$ cat src/fcvs_pkg.sv
`default_nettype none
// ----------------------------------------------------------------------------
// fcvs_pkg
// Shared types and codes for the fixed-capacity value set.
// ----------------------------------------------------------------------------
package fcvs_pkg;

  localparam int unsigned ValueW = 32;
  localparam int unsigned CountW = 7;

  // Request operation codes
  typedef enum logic [2:0] {
    FN_INSERT = 3'd0,
    FN_REMOVE = 3'd1,
    FN_QUERY  = 3'd2,
    FN_REWIND = 3'd3,
    FN_NEXT   = 3'd4
  } fcvs_func_e;

  // One stored slot: valid bit and value
  typedef struct packed {
    logic              vld;
    logic [ValueW-1:0] val;
  } slot_t;

endpackage
`default_nettype wire

$ cat src/fixed_capacity_value_set_top.sv
`default_nettype none
// ----------------------------------------------------------------------------
// fixed_capacity_value_set_top
// Set of up to CAPACITY signed 32-bit values held in a slot memory with a
// valid bit per slot; insert, remove, query, rewind and iterate.
//
//   channel  direction  signals
//   -------  ---------  ---------------------------------------------------
//   in       to block   in_valid_i, in_ready_o, func_i, key_i
//   out      from block out_valid_o, out_ready_i, ok_o, next_value_o,
//                       count_o, has_more_o
//
// An item scans the slot memory one slot per cycle. Insert, remove and
// query scan from slot 0 and stop at the first match; next scans from the
// walk position and stops at the first valid slot; rewind and unused codes
// skip the scan. Reset starts a clearing pass that writes every slot
// invalid, with in_ready_o low. An item is taken while a result waits, and
// its work stalls at the end until the output is free.
// ----------------------------------------------------------------------------
module fixed_capacity_value_set_top #(
  parameter int unsigned CAPACITY = 64
) (
  input  wire logic        clk_i,
  input  wire logic        rst_ni,
  input  wire logic        in_valid_i,
  output logic             in_ready_o,
  input  wire logic [2:0]  func_i,
  input  wire logic signed [31:0] key_i,
  output logic             out_valid_o,
  input  wire logic        out_ready_i,
  output logic             ok_o,
  output logic signed [31:0] next_value_o,
  output logic [6:0]       count_o,
  output logic             has_more_o
);
  import fcvs_pkg::*;

  localparam int unsigned AW = (CAPACITY > 1) ? $clog2(CAPACITY) : 1;
  localparam int unsigned CW = $clog2(CAPACITY + 1);
  localparam logic [CW-1:0] CapW = CW'(CAPACITY);
  localparam logic [CW-1:0] LastW = CW'(CAPACITY - 1);

  localparam logic [1:0] ST_CLEAR = 2'd0;
  localparam logic [1:0] ST_IDLE  = 2'd1;
  localparam logic [1:0] ST_SCAN  = 2'd2;
  localparam logic [1:0] ST_FIN   = 2'd3;

  logic [1:0]        state_q, state_d;
  fcvs_func_e        func_q, func_d;
  logic [ValueW-1:0] key_q, key_d;
  logic [CW-1:0]     addr_q, addr_d;
  logic [AW-1:0]     chk_q, chk_d;
  logic              chk_vld_q, chk_vld_d;
  logic              hit_q, hit_d;
  logic [AW-1:0]     hit_idx_q, hit_idx_d;
  logic              free_q, free_d;
  logic [AW-1:0]     free_idx_q, free_idx_d;
  logic [ValueW-1:0] fval_q, fval_d;
  logic [CW-1:0]     iter_q, iter_d;
  logic [CW-1:0]     cnt_q, cnt_d;
  logic              out_valid_q, out_valid_d;
  logic              ok_q, ok_d;
  logic [ValueW-1:0] val_q, val_d;

  logic              rd_en;
  slot_t             rd_data;
  logic              wr_en;
  logic [AW-1:0]     wr_addr;
  slot_t             wr_data;
  logic              in_fire;
  logic              fin_fire;
  logic [CW+6:0]     cnt_ext;

  fcvs_slot_ram #(
    .Depth (CAPACITY),
    .AddrW (AW)
  ) u_slot_ram (
    .clk_i     (clk_i),
    .rd_en_i   (rd_en),
    .rd_addr_i (addr_q[AW-1:0]),
    .rd_data_o (rd_data),
    .wr_en_i   (wr_en),
    .wr_addr_i (wr_addr),
    .wr_data_i (wr_data)
  );

  assign in_ready_o = (state_q == ST_IDLE);
  assign in_fire    = in_valid_i && in_ready_o;
  assign fin_fire   = (state_q == ST_FIN) && (!out_valid_q || out_ready_i);

  // Sequencer: clear pass, scan, finish with write-back
  always_comb begin
    state_d     = state_q;
    func_d      = func_q;
    key_d       = key_q;
    addr_d      = addr_q;
    chk_d       = chk_q;
    chk_vld_d   = 1'b0;
    hit_d       = hit_q;
    hit_idx_d   = hit_idx_q;
    free_d      = free_q;
    free_idx_d  = free_idx_q;
    fval_d      = fval_q;
    iter_d      = iter_q;
    cnt_d       = cnt_q;
    out_valid_d = out_valid_q && !out_ready_i;
    ok_d        = ok_q;
    val_d       = val_q;
    rd_en       = 1'b0;
    wr_en       = 1'b0;
    wr_addr     = addr_q[AW-1:0];
    wr_data     = '{vld: 1'b0, val: key_q};

    unique case (state_q)
      ST_CLEAR: begin
        // Write one slot invalid per cycle
        wr_en  = 1'b1;
        addr_d = addr_q + CW'(1);
        if (addr_q == LastW) begin
          state_d = ST_IDLE;
        end
      end

      ST_IDLE: begin
        if (in_fire) begin
          func_d    = fcvs_func_e'(func_i);
          key_d     = key_i;
          hit_d     = 1'b0;
          free_d    = 1'b0;
          addr_d    = (fcvs_func_e'(func_i) == FN_NEXT) ? iter_q : '0;
          unique case (fcvs_func_e'(func_i)) inside
            FN_INSERT, FN_REMOVE, FN_QUERY, FN_NEXT: state_d = ST_SCAN;
            default:                                 state_d = ST_FIN;
          endcase
        end
      end

      ST_SCAN: begin
        // Issue the next read
        if (addr_q < CapW) begin
          rd_en     = 1'b1;
          chk_vld_d = 1'b1;
          chk_d     = addr_q[AW-1:0];
          addr_d    = addr_q + CW'(1);
        end
        // Check the slot read last cycle
        if (chk_vld_q) begin
          if (func_q == FN_NEXT) begin
            if (rd_data.vld) begin
              hit_d     = 1'b1;
              hit_idx_d = chk_q;
              fval_d    = rd_data.val;
              state_d   = ST_FIN;
            end
          end else begin
            if (rd_data.vld && (rd_data.val == key_q)) begin
              hit_d     = 1'b1;
              hit_idx_d = chk_q;
              state_d   = ST_FIN;
            end
            if (!rd_data.vld && !free_q) begin
              free_d     = 1'b1;
              free_idx_d = chk_q;
            end
          end
        end else if (addr_q == CapW) begin
          state_d = ST_FIN;
        end
      end

      ST_FIN: begin
        if (fin_fire) begin
          state_d     = ST_IDLE;
          out_valid_d = 1'b1;
          ok_d        = 1'b0;
          val_d       = '1;
          unique case (func_q)
            FN_INSERT: begin
              if (!hit_q && free_q) begin
                wr_en   = 1'b1;
                wr_addr = free_idx_q;
                wr_data = '{vld: 1'b1, val: key_q};
                cnt_d   = cnt_q + CW'(1);
                ok_d    = 1'b1;
              end
            end
            FN_REMOVE: begin
              if (hit_q) begin
                wr_en   = 1'b1;
                wr_addr = hit_idx_q;
                cnt_d   = cnt_q - CW'(1);
                ok_d    = 1'b1;
              end
            end
            FN_QUERY: begin
              ok_d = hit_q;
            end
            FN_REWIND: begin
              iter_d = '0;
            end
            FN_NEXT: begin
              if (hit_q) begin
                ok_d   = 1'b1;
                val_d  = fval_q;
                iter_d = CW'(hit_idx_q) + CW'(1);
              end else begin
                iter_d = CapW;
              end
            end
            default: begin
              // unused codes: no change
            end
          endcase
        end
      end

      default: begin
        state_d = ST_IDLE;
      end
    endcase
  end

  // Control registers
  always_ff @(posedge clk_i or negedge rst_ni) begin
    if (!rst_ni) begin
      state_q     <= ST_CLEAR;
      addr_q      <= '0;
      chk_vld_q   <= 1'b0;
      hit_q       <= 1'b0;
      free_q      <= 1'b0;
      iter_q      <= '0;
      cnt_q       <= '0;
      out_valid_q <= 1'b0;
    end else begin
      state_q     <= state_d;
      addr_q      <= addr_d;
      chk_vld_q   <= chk_vld_d;
      hit_q       <= hit_d;
      free_q      <= free_d;
      iter_q      <= iter_d;
      cnt_q       <= cnt_d;
      out_valid_q <= out_valid_d;
    end
  end

  // Payload registers
  always_ff @(posedge clk_i) begin
    func_q     <= func_d;
    key_q      <= key_d;
    chk_q      <= chk_d;
    hit_idx_q  <= hit_idx_d;
    free_idx_q <= free_idx_d;
    fval_q     <= fval_d;
    ok_q       <= ok_d;
    val_q      <= val_d;
  end

  // Count and position only change when a result is loaded, so they
  // hold steady while that result waits
  assign cnt_ext      = (CW + 7)'(cnt_q);
  assign out_valid_o  = out_valid_q;
  assign ok_o         = ok_q;
  assign next_value_o = val_q;
  assign count_o      = cnt_ext[CountW-1:0];
  assign has_more_o   = (iter_q < CapW);

endmodule
`default_nettype wire

$ cat src/fcvs_slot_ram.sv
`default_nettype none
// ----------------------------------------------------------------------------
// fcvs_slot_ram
// Slot store: one write port, one read port with registered read data.
// ----------------------------------------------------------------------------
module fcvs_slot_ram #(
  parameter int unsigned Depth = 64,
  parameter int unsigned AddrW = 6
) (
  input  wire logic             clk_i,
  input  wire logic             rd_en_i,
  input  wire logic [AddrW-1:0] rd_addr_i,
  output fcvs_pkg::slot_t       rd_data_o,
  input  wire logic             wr_en_i,
  input  wire logic [AddrW-1:0] wr_addr_i,
  input  wire fcvs_pkg::slot_t  wr_data_i
);
  import fcvs_pkg::*;

  slot_t mem [Depth];
  slot_t rd_data_q;

  // Write one slot
  always_ff @(posedge clk_i) begin
    if (wr_en_i) begin
      mem[wr_addr_i] <= wr_data_i;
    end
  end

  // Read one slot, data valid next cycle
  always_ff @(posedge clk_i) begin
    if (rd_en_i) begin
      rd_data_q <= mem[rd_addr_i];
    end
  end

  assign rd_data_o = rd_data_q;

endmodule
`default_nettype wire

$ cat config.mk
export PLATFORM = sky130hd
export DESIGN_NAME = fixed_capacity_value_set_top
export DESIGN_NICKNAME = d
export VERILOG_FILES = /design/src/fcvs_pkg.sv /design/src/fixed_capacity_value_set_top.sv /design/src/fcvs_slot_ram.sv
export SDC_FILE = /design/constraint.sdc
export NUM_CORES = 2
export LEC_CHECK = 0
export BUFFER_PORTS_ARGS = -buffer_cell sky130_fd_sc_hd__buf_2
export CORE_MARGIN = 3
export CORE_UTILIZATION = 60
export DETAILED_ROUTE_END_ITERATION = 12
export MAX_ROUTING_LAYER = met4
export PLACE_DENSITY = 0.76
export SYNTH_ARGS = -nofsm -noshare
export SYNTH_HDL_FRONTEND = slang
export SYNTH_HIERARCHICAL = 1
export SYNTH_SLANG_ARGS = --single-unit
$ cat constraint.sdc
create_clock -name clk_i -period 8.86 [get_ports clk_i]
set_clock_uncertainty 0.05 [all_clocks]
set_input_delay 1.772 -clock clk_i [delete_from_list [all_inputs] [get_ports clk_i]]
set_output_delay 1.772 -clock clk_i [all_outputs]
set_load 0.005 [all_outputs]
# Word level (Yosys, flattened, before mapping)

Memory sizes are Yosys's and may differ from the RTL's. A register that Yosys moved wholly into a read port is not among the register bits.
Cells that the tools add are included.

$add $sub $neg: 4
Mux-type cells: 53
Eq/ne operators: 28
Reductions and logical operators: 35
Magnitude comparators: 2
Bitwise operators: 1

Operators with widths:

| cell                                               | count |
|---|---|
| two-way mux 33 bit                                 | 4 |
| two-way mux 6 bit                                  | 7 |
| two-way mux 7 bit                                  | 6 |
| == test 32 bit                                     | 1 |
| one-hot mux 7 bit (2 select lines)                 | 2 |
| one-hot mux 7 bit (3 select lines)                 | 1 |
| two-way mux 1 bit                                  | 18 |
| two-way mux 2 bit                                  | 8 |
| inequality test 2 bit (second input constant)      | 8 |
| AND reduction 5 bit                                | 3 |
| adder 7 x 1 -> 7 bit (second input constant)       | 2 |
| less-than comparator 7 bit (second input constant) | 2 |
| one-hot mux 6 bit (2 select lines)                 | 1 |
| AND reduction 4 bit                                | 3 |
| == test 3 x 2 -> 1 bit (second input constant)     | 3 |
| one-hot mux 1 bit (2 select lines)                 | 4 |
| one-hot mux 2 bit (4 select lines)                 | 1 |
| AND reduction 2 bit                                | 4 |
| nonzero test 2 bit                                 | 4 |
| adder 6 x 1 -> 7 bit (second input constant)       | 1 |
| == test 7 x 6 -> 1 bit (second input constant)     | 1 |
| == test 7 bit (second input constant)              | 1 |
| subtractor 7 x 1 -> 7 bit (second input constant)  | 1 |
| == test 3 x 1 -> 1 bit (second input constant)     | 2 |
| other kinds (20)                                   | 35 |

RAM bits: 2112
Logic and storage cells: 140
Bits in registers: 145
Memories: 1
Output and inout port bits: 43

Memory list:

| memory         | depth | width | rd ports | clocked after memory_dff | write ports | line                | RTL |
|---|---|---|---|---|---|---|---|
| u_slot_ram.mem | 64    | 33    | 1        | 1                        | 1           | fcvs_slot_ram.sv:20 | `slot_t mem [Depth];` |

# Depth between registers and ports, before layout

Word-level depth: 8
Depth in mapped cells: 12

# By module

Netlist, hierarchy kept.

By module, submodules not included:

| module                       | area an instance (um^2) | sequential area each (um^2) | cells an instance | instances |
|---|---|---|---|---|
| fcvs_slot_ram                | 81446.9                 | 64411.8                     | 3565              | 1 |
| fixed_capacity_value_set_top | 5969.5                  | 4219.0                      | 417               | 1 |

# Least setup slack after synthesis

Ideal clock, no wire load.

Path kind: input port to flip-flop
Start point: in out_ready_i
End point: mem u_slot_ram/mem[40][0] in the netlist's numbering (enable)
Stages on the path: 9
Path slack: 1.417 ns
Arrival: 6.929 ns
Required time: 8.346 ns
Path through: nand2b_1 > and2_1 > clkbuf_1 > nand3_1 > buf_2 > a21oi_1 > nand3_1 > or3_1 > nor3_1

Cells in the longest elaborated chain, start to end: 6
Elaborated cells between the ends (all ways): 8
Classes of those cells: mux: 6; reduce/logical: 2

Ends and longest elaborated chain:

| item                                    | line                                | RTL |
|---|---|---|
| from (decl)                             | fixed_capacity_value_set_top.sv:30  | `input wire logic out_ready_i,` |
| logical OR 1 bit                        | fixed_capacity_value_set_top.sv:89  | `assign fin_fire = (state_q == ST_FIN) && (!out_valid_q \|\| out_ready_i);` |
| logical AND 1 bit                       | fixed_capacity_value_set_top.sv:89  |  |
| two-way mux 1 bit                       | fixed_capacity_value_set_top.sv:172 | `if (fin_fire) begin` |
| one-hot mux 1 bit (2 select lines)      | fixed_capacity_value_set_top.sv:114 | `unique case (state_q)` |
| via wr_en                               | fixed_capacity_value_set_top.sv:67  | `logic wr_en;` |
| two-way mux 1 bit                       | fcvs_slot_ram.sv:25                 | `if (wr_en_i) begin` |
| two-way mux 1 bit (not written as such) | fcvs_slot_ram.sv:26                 | `mem[wr_addr_i] <= wr_data_i;` |
| to (decl)                               | fcvs_slot_ram.sv:20                 |  |

The timed path passes the listed nets, and every way through them passes these cells.

# Worst setup path after layout

Start point: in out_ready_i
End point: mem u_slot_ram/mem[7][8] in the netlist's numbering (enable)

Elaborated cells between the ends (all ways): 8
Classes of those cells: mux: 6; reduce/logical: 2

RTL lines:

| item              | line                                | RTL |
|---|---|---|
| logical OR 1 bit  | fixed_capacity_value_set_top.sv:89  |  |
| logical AND 1 bit | fixed_capacity_value_set_top.sv:89  |  |
| two-way mux 6 bit | fixed_capacity_value_set_top.sv:172 |  |
| two-way mux 6 bit | fixed_capacity_value_set_top.sv:114 |  |
| via wr_addr[2]    | fixed_capacity_value_set_top.sv:68  | `logic [AW-1:0] wr_addr;` |

The timed path passes the listed nets, and every way through them passes these cells.

==> flow_summary.toml <==
[detailed_routing]
drt_drc_violations_left = 0
routed_wirelength_um = 232000
routed-wl-met2_um = 103000
drt_first_pass_iters = 6
routedWlPerCell_um = 36.9
route.detailed.vias_per_inst = 7.06
final_antenna_net_count = 0
met3_wire_length_um = 36600
highest_layer = "met4"
wirelength_met1_um = 81300
dr.first_iter.drc_count = 7457
vias = 44400

[critical_path]
worstReg2RegEnd = "u_slot_ram/mem[7][8]$_DFFE_PP_"
worst_r2r_path_depth = 7
criticalPathCategory = "input pin to flop"
crit_required_ns = 9.34
r2r-start = "func_q[0]$_DFFE_PP_"
crit_path_max_fanout = 39
timing.critical_path.from_type = "input pin"
worst_ep_arrival_time_ns = 6.64
reg2reg_setup_slack_ns = 2.96
end_kind = "flop"

[grt]
grt_first_pass_wirelength_um = 328000
grt_antenna_before_repair = 22
groute.usage.overall = 0.322
grt_overflow = 0
maximum_number_of_pins_on_one_net_before_global_route_repair = 119
grt_pass1_vias = 42900

[floorplanning]
die_h_um = 388
effective_utilization_at_floorplan = 0.606
dieArea_um2 = 150000
core_um2 = 144000
std_cell_rows = 139
die-width_um = 388
top_level_ports = 82

[yosys]
mappedNetlistNets = 4034
yosysTopAreaCellShare = 0.777
synth-seq-area-share = 0.785
synth_cell_types = 60
synthesis.area_um2 = 87400
synthesis.area_per_instance_um2 = 22.0
synth_flop_cell = "sky130_fd_sc_hd__edfxtp_1"
post_synth_inst_count = 3982
yosys_warnings = 6
postSynthRegisterBits = 2290
synth-edff-count = 2263
synth_top_cell_by_area = "sky130_fd_sc_hd__edfxtp_1"
largest_cells_by_area_after_synthesis = "sky130_fd_sc_hd__edfxtp_1 78%, sky130_fd_sc_hd__mux4_2 13%, sky130_fd_sc_hd__mux2i_1 0.90%, sky130_fd_sc_hd__dfrtp_1 0.77%, sky130_fd_sc_hd__a22oi_1 0.69%"
async_flop_share = 0.0118

[power_and_ir_drop]
power.static_leakage_nw = 30.2
power-per-cell-area_nw_per_um2 = 213
peakVddDrop_v = 0.000206

[cts]
clk_pin_slew_ns = 0.06
postCtsHoldBufs = 0
cts_tree = "built"
cts_sinks = 2290
htree_levels = 4
cts_buffers = 214
max-clock-path-buffers = 3
cts_resized = 0
post-cts-setup-buffer-count = 0
clk_latency_ns = 0.85
cts_root_buffer = "sky130_fd_sc_hd__clkbuf_16"

[sta]
max_freq_mhz = 162
fin_crit_ns = 6.17
grt_setup_unrepaired = "false"
slew-limit-headroom = 0.143
worstMarginPinSlew_ns = 1.28
final-hold-violation-count = 0
setup_total_negative_slack_ns = 0
drv_slew = 0
layout_setup_ws_ns = 2.69
fin_crit_sh = 0.696
setup_violations = 0

[placed_design]
dpl_worst_slack_ns = 2.09
placement.cell_area_um2 = 90400
hpwlAfterDp_um = 136000
globalplace.congestion = 0.953
placement.io_buffers = 81

[outcome]
status = "finished, final reports clean"

[layout]
postLayoutCellArea_um2 = 97400
fraction_of_final_layout_cells_sized_beyond_drive_strength_1 = 0.253
fill_cells = 8549
design.final.nets = 4234
area.growth.synth_to_final_pct = 11.4

[hold_path]
hold_path.startpoint = "chk_q[1]$_DFFE_PP_"
whs_path_depth = 0
holdPathEnd = "free_idx_q[1]$_DFFE_PP_"
hold_class = "flop to flop"

[run]
max_cap_violations = 0
## Yosys cell counts (53+ instances only)
cell type / n
sky130_fd_sc_hd__a22oi_1: 80
sky130_fd_sc_hd__buf_2: 62
sky130_fd_sc_hd__clkbuf_1: 92
sky130_fd_sc_hd__edfxtp_1: 2263
sky130_fd_sc_hd__mux2i_1: 79
sky130_fd_sc_hd__mux4_2: 495
sky130_fd_sc_hd__nand2_1: 116
sky130_fd_sc_hd__nand3_1: 74
sky130_fd_sc_hd__nand4_1: 66
sky130_fd_sc_hd__nor2_1: 82
sky130_fd_sc_hd__o221ai_1: 53
sky130_fd_sc_hd__o22ai_1: 67
## kinds of logic after synthesis
family	count (synthesis)	synth area share
fa+ha+maj	14	0.00206
flops	2290	0.785
buf+inv	226	0.0149
mux	587	0.138
compound gates	328	0.0265
simple gates	494	0.0288
xor+xnor	43	0.00431
## worst max-delay path, stage by stage
cell and delay (ns):
sky130_fd_sc_hd__buf_2 0.07, sky130_fd_sc_hd__nand2b_1 0.12, sky130_fd_sc_hd__and2_2 0.16, sky130_fd_sc_hd__buf_4 0.54, sky130_fd_sc_hd__nand2_1 0.29, sky130_fd_sc_hd__o21ai_1 0.82, sky130_fd_sc_hd__nand4_1 1.22, sky130_fd_sc_hd__nor2_4 1.29
sky130_fd_sc_hd__buf_4 0.29
## layer usage
layer  vias up  GRT usage
met3       476      0.107
met5         -          -
li1      17200          -
met4         0      0.136
met2      3698      0.443
met1     23000      0.448
## metrics by stage
| step | util | total power, mW | hold WS (ns) | std cells |
|---|---|---|---|---|
| 5_1_grt | 0.676 | 21.2 | 0.413 | 6281 |
| 6_report | 0.676 | 20.8 | 0.392 | 6289 |
| 3_5_place_dp | 0.627 | 12.0 | 0.383 | 5868 |
| 3_3_place_gp | 0.627 | 12.0 | 0.376 | 5868 |
| 4_1_cts | 0.675 | 20.8 | 0.396 | 6268 |
| 2_1_floorplan | - | 11.9 | 0.371 | 3982 |
## flip-flops by register name (all words and copies together) (netlist names), 3 cells and up
name	flops
addr_q	7
chk_q	6
count_o	7
free_idx_q	6
func_q	3
fval_q	32
hit_idx_q	6
iter_q	7
key_q	32
next_value_o	32
u_slot_ram/mem	2112
u_slot_ram/rd_data_o	33
## worst max-delay path by stage
stage,end,depth (start not counted),slack [ns],from
floorplan,u_slot_ram/mem[40][0]$_DFFE_PP_,9,1.42,out_ready_i
finish,u_slot_ram/mem[7][8]$_DFFE_PP_,9,2.69,out_ready_i
global placement,u_slot_ram/mem[19][14]$_DFFE_PP_,10,2.17,out_ready_i
CTS,u_slot_ram/mem[7][8]$_DFFE_PP_,9,2.97,out_ready_i
detailed placement,u_slot_ram/mem[19][8]$_DFFE_PP_,10,2.09,out_ready_i
global route,u_slot_ram/mem[7][8]$_DFFE_PP_,9,2.62,out_ready_i
## placed cells by master (no fill, tap or decap), types with 32 or more instances in the layout
master,synthesis,final
sky130_fd_sc_hd__edfxtp_1,2263,2263
sky130_fd_sc_hd__mux4_2,495,495
sky130_fd_sc_hd__clkbuf_16,0,219
sky130_fd_sc_hd__nand2_1,116,116
sky130_fd_sc_hd__buf_4,15,108
sky130_fd_sc_hd__buf_2,62,82
sky130_fd_sc_hd__a22oi_1,80,80
sky130_fd_sc_hd__mux2i_1,79,79
sky130_fd_sc_hd__nand3_1,74,74
sky130_fd_sc_hd__o22ai_1,67,67
sky130_fd_sc_hd__nand4_1,66,66
sky130_fd_sc_hd__nor2_4,0,63
sky130_fd_sc_hd__o221ai_1,53,53
sky130_fd_sc_hd__clkinv_1,0,52
sky130_fd_sc_hd__clkinv_2,0,47
sky130_fd_sc_hd__nand2b_1,43,43
sky130_fd_sc_hd__clkbuf_1,92,39
sky130_fd_sc_hd__o21ai_0,40,37
sky130_fd_sc_hd__and3_1,33,32
## cell type report
class / count / area [um^2] / share of cell area
diodes: 20 / 50.0 / 0.000514
clock buffers: 258 / 5630 / 0.0578
clock inverters: 142 / 1300 / 0.0134
inverters: 14 / 52.6 / 0.000539
multi-input cells: 1466 / 18000 / 0.185
flip-flops and latches: 2290 / 68600 / 0.705
well taps: 1903 / 2380 / 0.0244
repair buffers: 196 / 1340 / 0.0138
## power by group
part | switching [mW] | internal [mW]
clock | 3.97 | 5.06
combinational | 0.00655 | 0.00618
sequential | 0.00000000000000000919 | 11.7
Note: power is estimated with default switching activity, not from simulation.
